===== config.mk =====
export PLATFORM = sky130hd
export DESIGN_NAME = running_latency_statistics
export DESIGN_NICKNAME = d
export VERILOG_FILES = /design/src/rtl/core/rls_pkg.sv /design/src/rtl/core/rls_divider.sv /design/src/rtl/core/running_latency_statistics.sv
export SDC_FILE = /design/constraint.sdc
export NUM_CORES = 2
export LEC_CHECK = 0
export BUFFER_PORTS_ARGS = -buffer_cell sky130_fd_sc_hd__buf_2
export CAP_MARGIN = 5
export CORE_MARGIN = 5
export CORE_UTILIZATION = 50
export CTS_CLUSTER_SIZE = 16
export DETAILED_ROUTE_END_ITERATION = 8
export GPL_TIMING_DRIVEN = 1
export PLACE_DENSITY = 0.66
export SYNTH_ARGS = -nofsm -noshare
export SYNTH_HDL_FRONTEND = slang
export SYNTH_SLANG_ARGS = --single-unit
export TNS_END_PERCENT = 1

===== constraint.sdc =====
create_clock -name clk -period 23.3 [get_ports clk]
set_clock_uncertainty 0.05 [all_clocks]
set_input_delay 3.495 -clock clk [delete_from_list [all_inputs] [get_ports clk]]
set_output_delay 3.495 -clock clk [all_outputs]
set_load 0.1 [all_outputs]

===== src/rtl/core/rls_pkg.sv =====
`timescale 1ns / 1ps
package rls_pkg;
  localparam int SAMPLE_BITS_DEF = 20;
  localparam int FRAC_BITS_DEF = 12;
  localparam int MIN_START = 100000000;
  localparam int RUN_RESET = 100000;
  localparam int OVERHEAD_RESET = 8;
  localparam int OVH_BITS = 16;
  localparam int RUN_BITS = 20;
  localparam int MIN_BITS = 27;
  localparam int OUT_BITS = 32;
  localparam int ACC_BITS = 64;
  localparam logic CFG_OVERHEAD = 1'b0;
  localparam logic CFG_RUN_LENGTH = 1'b1;
endpackage


===== src/rtl/core/rls_divider.sv =====
`timescale 1ns / 1ps
// Restoring divider, one quotient bit per cycle, MSB first.
module rls_divider #(
  parameter int NUM_BITS = 64,
  parameter int DEN_BITS = 20
) (
  input  logic                clk,
  input  logic                rst,
  input  logic                start,
  input  logic [NUM_BITS-1:0] num,
  input  logic [DEN_BITS-1:0] den,
  output logic                done,
  output logic [NUM_BITS-1:0] quot,
  output logic [DEN_BITS-1:0] rem
);
  localparam int CNT_BITS = $clog2(NUM_BITS + 1);
  logic [CNT_BITS-1:0] count;
  logic                busy;
  logic [DEN_BITS:0]   trial;
  logic [DEN_BITS:0]   shifted;

  assign shifted = {rem, quot[NUM_BITS-1]};
  assign trial = shifted - {1'b0, den};

  always_ff @(posedge clk) begin
    done <= 1'b0;
    if (rst) begin
      busy <= 1'b0;
      count <= '0;
    end else if (start) begin
      busy <= 1'b1;
      count <= CNT_BITS'(NUM_BITS);
      quot <= num;
      rem <= '0;
    end else if (busy) begin
      if (!trial[DEN_BITS]) begin
        rem <= trial[DEN_BITS-1:0];
        quot <= {quot[NUM_BITS-2:0], 1'b1};
      end else begin
        rem <= shifted[DEN_BITS-1:0];
        quot <= {quot[NUM_BITS-2:0], 1'b0};
      end
      count <= count - 1'b1;
      if (count == CNT_BITS'(1)) begin
        busy <= 1'b0;
        done <= 1'b1;
      end
    end
  end
endmodule


===== src/rtl/core/running_latency_statistics.sv =====
`timescale 1ns / 1ps
// Channel | Dir | Handshake            | Payload
// sample  | in  | sample_valid/stall   | sample_cycles
// stats   | out | stats_valid/stall    | mean_q, stddev_q, min_cycles, max_cycles
// cfg     | in  | cfg_valid/cfg_ready  | cfg_index, cfg_data
// A sample that closes no run keeps the input stalled through one 64-step pass of the
// shared bit-serial divider with its start and finish, a 32-step shift-add multiply
// and two update states (ACC, CHECK). The last sample of a run goes on with two more
// 64-step divides and a 32-step square root before its result is presented.
// Reset restores registers and clears the run.
// The sample side stalls while an item is in work and while a result waits.
module running_latency_statistics #(
  parameter int SAMPLE_BITS = rls_pkg::SAMPLE_BITS_DEF,
  parameter int FRAC_BITS = rls_pkg::FRAC_BITS_DEF
) (
  input  logic                          clk,
  input  logic                          rst,
  input  logic                          sample_valid,
  output logic                          sample_stall,
  input  logic [SAMPLE_BITS-1:0]        sample_cycles,
  output logic                          stats_valid,
  input  logic                          stats_stall,
  output logic [rls_pkg::OUT_BITS-1:0]  mean_q,
  output logic [rls_pkg::OUT_BITS-1:0]  stddev_q,
  output logic [rls_pkg::MIN_BITS-1:0]  min_cycles,
  output logic [SAMPLE_BITS-1:0]        max_cycles,
  input  logic                          cfg_valid,
  output logic                          cfg_ready,
  input  logic                          cfg_index,
  input  logic [rls_pkg::RUN_BITS-1:0]  cfg_data
);
  localparam int MB = SAMPLE_BITS + FRAC_BITS;
  localparam int AB = rls_pkg::ACC_BITS;
  localparam int RB = rls_pkg::RUN_BITS;
  localparam int SQ = 2 * FRAC_BITS - 4;
  localparam int PB = 2 * MB;
  localparam int MCNT = $clog2(MB + 1);
  localparam int XB = ((SAMPLE_BITS > rls_pkg::OVH_BITS) ? SAMPLE_BITS
                                                          : rls_pkg::OVH_BITS) + 1;

  typedef enum logic [3:0] {
    IDLE, DIV1, MUL, ACC, CHECK, DIV2, DIV3, SQRT, EMIT
  } state_t;
  state_t state;

  logic [rls_pkg::OVH_BITS-1:0] overhead_cycles;
  logic [RB-1:0] run_length;
  logic [RB-1:0] sample_index;
  logic [MB-1:0] running_mean;
  logic [AB-1:0] deviation_sum;
  logic [rls_pkg::MIN_BITS-1:0] least_seen;
  logic [SAMPLE_BITS-1:0] greatest_seen;

  logic [SAMPLE_BITS-1:0] xs;
  logic [MB-1:0] xq, mag1, mag2;
  logic below;
  logic [RB:0] n_full;
  logic [PB-1:0] prod;
  logic [MB-1:0] mplier;
  logic [MCNT-1:0] mcount;
  logic [AB-1:0] q_hi;
  logic [AB:0] var_v;
  logic var_ovf;
  logic [AB-1:0] sq_v, sq_r, sq_bit;
  logic [5:0] sq_count;

  logic div_start;
  logic div_done;
  logic [AB-1:0] dnum, dquot;
  logic [RB-1:0] dden, drem;

  rls_divider #(.NUM_BITS(AB), .DEN_BITS(RB)) u_div (
    .clk(clk), .rst(rst), .start(div_start), .num(dnum), .den(dden),
    .done(div_done), .quot(dquot), .rem(drem)
  );

  assign cfg_ready = 1'b1;
  assign sample_stall = (state != IDLE);

  logic [XB-1:0] xdiff;
  assign xdiff = XB'(sample_cycles) - XB'(overhead_cycles);
  assign xs = xdiff[XB-1] ? '0 : xdiff[SAMPLE_BITS-1:0];

  logic [RB-1:0] len_eff;
  assign len_eff = (run_length < RB'(2)) ? RB'(2) : run_length;

  logic [MB-1:0] mean_new;
  logic [MB-1:0] q_lo;
  assign q_lo = dquot[MB-1:0];
  assign mean_new = below ? running_mean - q_lo : running_mean + q_lo;

  logic [PB-1:0] shifted_inc;
  logic inc_ovf;
  logic [AB-1:0] inc;
  assign shifted_inc = prod >> SQ;
  assign inc_ovf = (PB - SQ > AB) ? (shifted_inc >> AB) != '0 : 1'b0;
  assign inc = inc_ovf ? '1 : AB'(shifted_inc);
  logic [AB:0] acc_sum;
  assign acc_sum = {1'b0, deviation_sum} + {1'b0, inc};

  logic [AB-1:0] sq_try;
  assign sq_try = sq_r + sq_bit;

  always_ff @(posedge clk) begin
    div_start <= 1'b0;
    if (rst) begin
      state <= IDLE;
      overhead_cycles <= rls_pkg::OVH_BITS'(rls_pkg::OVERHEAD_RESET);
      run_length <= RB'(rls_pkg::RUN_RESET);
      sample_index <= '0;
      running_mean <= '0;
      deviation_sum <= '0;
      least_seen <= rls_pkg::MIN_BITS'(rls_pkg::MIN_START);
      greatest_seen <= '0;
      stats_valid <= 1'b0;
    end else begin
      if (cfg_valid) begin
        case (cfg_index)
          rls_pkg::CFG_OVERHEAD: overhead_cycles <= cfg_data[rls_pkg::OVH_BITS-1:0];
          rls_pkg::CFG_RUN_LENGTH: run_length <= cfg_data;
          default: ;
        endcase
      end
      case (state)
        IDLE: begin
          if (sample_valid) begin
            xq <= {xs, {FRAC_BITS{1'b0}}};
            if ({xs, {FRAC_BITS{1'b0}}} >= running_mean) begin
              below <= 1'b0;
              mag1 <= {xs, {FRAC_BITS{1'b0}}} - running_mean;
              dnum <= AB'({xs, {FRAC_BITS{1'b0}}} - running_mean);
            end else begin
              below <= 1'b1;
              mag1 <= running_mean - {xs, {FRAC_BITS{1'b0}}};
              dnum <= AB'(running_mean - {xs, {FRAC_BITS{1'b0}}});
            end
            n_full <= {1'b0, sample_index} + 1'b1;
            dden <= sample_index + 1'b1;
            if (xs > greatest_seen) greatest_seen <= xs;
            if (rls_pkg::MIN_BITS'(xs) < least_seen) least_seen <= rls_pkg::MIN_BITS'(xs);
            div_start <= 1'b1;
            state <= DIV1;
          end
        end
        DIV1: begin
          if (div_done) begin
            running_mean <= mean_new;
            mag2 <= below ? mean_new - xq : xq - mean_new;
            prod <= '0;
            mcount <= MCNT'(MB);
            state <= MUL;
          end
        end
        MUL: begin
          // shift-add, one multiplier bit per cycle
          prod <= (prod << 1) + (mag2[MB-1 - 0] ? PB'(mag1) : '0);
          mag2 <= mag2 << 1;
          mcount <= mcount - 1'b1;
          if (mcount == MCNT'(1)) state <= ACC;
        end
        ACC: begin
          deviation_sum <= acc_sum[AB] ? '1 : acc_sum[AB-1:0];
          sample_index <= n_full[RB-1:0];
          state <= CHECK;
        end
        CHECK: begin
          if (n_full < {1'b0, len_eff}) begin
            state <= IDLE;
          end else begin
            dnum <= deviation_sum;
            dden <= n_full[RB-1:0] - 1'b1;
            div_start <= 1'b1;
            state <= DIV2;
          end
        end
        DIV2: begin
          if (div_done) begin
            q_hi <= dquot;
            dnum <= AB'(drem) << SQ;
            div_start <= 1'b1;
            state <= DIV3;
          end
        end
        DIV3: begin
          if (div_done) begin
            var_ovf <= (q_hi >> (AB - SQ)) != '0;
            var_v <= {1'b0, q_hi << SQ} + {1'b0, dquot};
            sq_v <= (q_hi << SQ) + dquot;
            sq_r <= '0;
            sq_bit <= AB'(1) << (AB - 2);
            sq_count <= 6'd32;
            state <= SQRT;
          end
        end
        SQRT: begin
          if (sq_v >= sq_try) begin
            sq_v <= sq_v - sq_try;
            sq_r <= (sq_r >> 1) + sq_bit;
          end else begin
            sq_r <= sq_r >> 1;
          end
          sq_bit <= sq_bit >> 2;
          sq_count <= sq_count - 1'b1;
          if (sq_count == 6'd1) state <= EMIT;
        end
        EMIT: begin
          if (!stats_valid) begin
            mean_q <= (MB > rls_pkg::OUT_BITS && (running_mean >> rls_pkg::OUT_BITS) != '0)
                      ? '1 : rls_pkg::OUT_BITS'(running_mean);
            stddev_q <= (var_ovf || var_v[AB]) ? '1 : sq_r[rls_pkg::OUT_BITS-1:0];
            min_cycles <= least_seen;
            max_cycles <= greatest_seen;
            stats_valid <= 1'b1;
            sample_index <= '0;
            running_mean <= '0;
            deviation_sum <= '0;
            least_seen <= rls_pkg::MIN_BITS'(rls_pkg::MIN_START);
            greatest_seen <= '0;
          end else if (!stats_stall) begin
            stats_valid <= 1'b0;
            state <= IDLE;
          end
        end
        default: state <= IDLE;
      endcase
    end
  end
endmodule


==> reports/metrics.cfg <==
[layout]
layout_common_cells = edfxtp_1 (681), a21oi_1 (550), nor2_1 (535)
drive_gt1_share_pct = 8.27
fin_util_pct = 55.1
layout.nets = 6721
mostFrequentLayoutCell = edfxtp_1
final_area_mm2 = 0.0642
layoutNonFillerInstCount = 7816
area_growth_pct = 9.53

[global_routing]
gr-total-overflow = 0
grt_max_degree = 82
grt_usage_pct = 25.2
grt_pass1_wl_mm = 254
antenna_found_initial = 3
grt_pass1_vias = 45155

[placed_design]
dpl_worst_slack_ns = 12.90
hpwlAfterDp_mm = 121
dp_cells = 7629
port_buffers = 157
placed_area_mm2 = 0.0608
gp_congestion = 0.918

[timing]
tightest_slew_ns = 1.17
post-route-period-util_pct = 41.6
post-route-min-period_ns = 9.68
hold_viol = 0
whs_ns = 0.409
setup_violations = 0
rsz0062_at_grt = no
fmax_mhz = 103
totalNegativeSetupSlack_ns = 0
maxSlewHeadroom_pct = 21.0
slew_violations = 0
final.setup.worst_slack_ns = 13.62

[synth]
synth_edf_count = 681
async_flop_share_pct = 0
synthCells = 6167
ys_ff_latch = 889
synth_area_mm2 = 0.0586
ys_seq_area_share_pct = 42.0
synthDistinctLibCells = 92
synth_top_flop_cell = edfxtp_1
syn-mean-instance-area_um2 = 9.50
yosys_warnings = 0
syn_nets = 6683

[critical_path]
cp_max_fo = 49
cp.required_ns = 23.69
worstSetupStartpointType = input pin
critPathMaxStageDelay_ns = 0.51
worstSetupEndpointType = flop
arrival_ns = 10.07
crit_slowest_cell = buf_4
worstSetupPathType = in -> reg
worst_path_most_repeated_cell = inv_1

[floorplan]
core-area_mm2 = 0.116
die_x_um = 352
pin_count = 160
dieArea_mm2 = 0.124
rows = 125
fp.dieH_um = 352
start_util_pct = 50.3

[cts]
htreeDepth = 3
cts-root-buf = clkbuf_16
numCtsBuffers = 98
hold_buffers = 0
cts_resized = 0
clk_pin_slew_worst_paths_ns = 0.06
post-cts-setup-buffers = 0
clockBufferDepth = 3
clock_sinks = 889
cts_tree = yes
clk_latency_ns = 0.69

[outcome]
status = finished, final reports clean

[detailed_routing]
drt_iter0_markers = 3716
drt-wirelength-per-cell_um = 20.8
ant_nets = 0
drc = 0
viasPerCell = 6.00
drt-pass1-iter-count = 6
wl_mm = 162
num_vias = 46935

[pwr]
ir_worst_vdd_v = 0.0000614
finalPower_mw = 5.62
p_leak_nw = 25.0
power-per-cell-area_mw_per_mm2 = 87.6

[worst_hold_path]
worst_hold_path_type = reg -> reg

[job]
drv.max_cap_violation_count = 0

==> path summary, 6_finish.rpt <==
| path | startpoint | endpoint | slack [ns] | depth (start not counted) |
|---|---|---|---|---|
| worst min-delay path | overhead_cycles[8]$_SDFFE_PP0P_ | overhead_cycles[8]$_SDFFE_PP0P_ | 0.41 | 2 |
| worst max register to register | sq_r[26]$_SDFFCE_PN0P_ | sq_r[17]$_SDFFCE_PN0P_ | 15.33 | 23 |
| worst min register to register | overhead_cycles[8]$_SDFFE_PP0P_ | overhead_cycles[8]$_SDFFE_PP0P_ | 0.41 | 2 |
| worst max-delay path | sample_cycles[0] | dnum[39]$_DFFE_PP_ | 13.62 | 27 |
==> where the power goes <==
part / internal (mW) / switching, mW / leakage, nW / total (mW)
logic: 0.711 / 1.09 / 15.4 / 1.80
registers: 2.00 / 0.190 / 7.96 / 2.19
clock network: 0.957 / 0.675 / 1.67 / 1.63
total: 3.67 / 1.96 / 25.0 / 5.62
==> cells by family (layout without fill, tap and decap cells) <==
logic type | count (synthesis) | count (layout) | share of synthesized area (%)
buffers and inverters | 558 | 682 | 3.68
XOR/XNOR | 467 | 467 | 6.98
other | 2 | 3 | 0.0128
AO/OA/AOI/OAI | 1776 | 1776 | 19.3
adder cells (fa/ha/maj) | 470 | 470 | 10.2
flip-flops | 889 | 889 | 42.0
multiplexers | 134 | 134 | 2.43
AND/OR/NAND/NOR | 1871 | 1871 | 15.4
==> cells in the mapped netlist, types with 62 or more instances <==
cell type | instances | area (um^2)
a21o_1 | 229 | 1720
edfxtp_1 | 681 | 20400
a31oi_1 | 94 | 588
clkbuf_1 | 234 | 878
or3_1 | 79 | 494
nor3_1 | 114 | 571
a211oi_1 | 85 | 638
nand4_1 | 75 | 469
dfxtp_1 | 208 | 4160
inv_1 | 283 | 1060
ha_1 | 461 | 5770
nand3_1 | 131 | 656
nand2b_1 | 64 | 400
nand2_1 | 484 | 1820
xor2_1 | 200 | 1750
o21a_1 | 62 | 465
mux2_2 | 64 | 721
xnor2_1 | 267 | 2340
mux2i_1 | 70 | 701
o21ai_0 | 344 | 1720
a21oi_1 | 551 | 2760
nor2b_1 | 84 | 526
nor2_1 | 540 | 2030
and2_1 | 103 | 644
==> final cells by class <==
| class | count | area [um^2] |
|---|---|---|
| sequential | 889 | 24600 |
| tap | 1524 | 1910 |
| clock buffer | 139 | 2930 |
| clock inverter | 47 | 459 |
| inverter | 284 | 1070 |
| multi-input combinational | 4720 | 32000 |
| timing repair buffer | 212 | 1200 |
| fill | 10463 | 52200 |
| antenna | 1 | 2.50 |
==> layer usage <==
metal	track usage (%)	up-vias	wire, um
met1	33.8	22463	70800
met2	42.1	1403	75800
li1	-	22777	-
met3	3.69	290	9850
met5	0	-	7
met4	8.14	2	5640
==> registers in the layout, indices dropped and copies added, names as in the netlist, 21 cells and up <==
register / flops
deviation_sum: 64
prod: 64
n_full: 21
mag1: 32
dnum: 64
sq_bit: 32
q_hi: 64
u_div.quot: 64
mag2: 32
running_mean: 32
sq_r: 64
min_cycles: 21
sq_v: 64
mean_q: 32
least_seen: 21
stddev_q: 32
==> worst max-delay path: cells and delay by family <==
kind / cells / cell delay [ns]
compound gates: 13 / 3.78
fa+ha+maj: 3 / 0.95
buf+inv: 6 / 1.07
simple gates: 5 / 0.72
(Power assumes the default switching activity.)
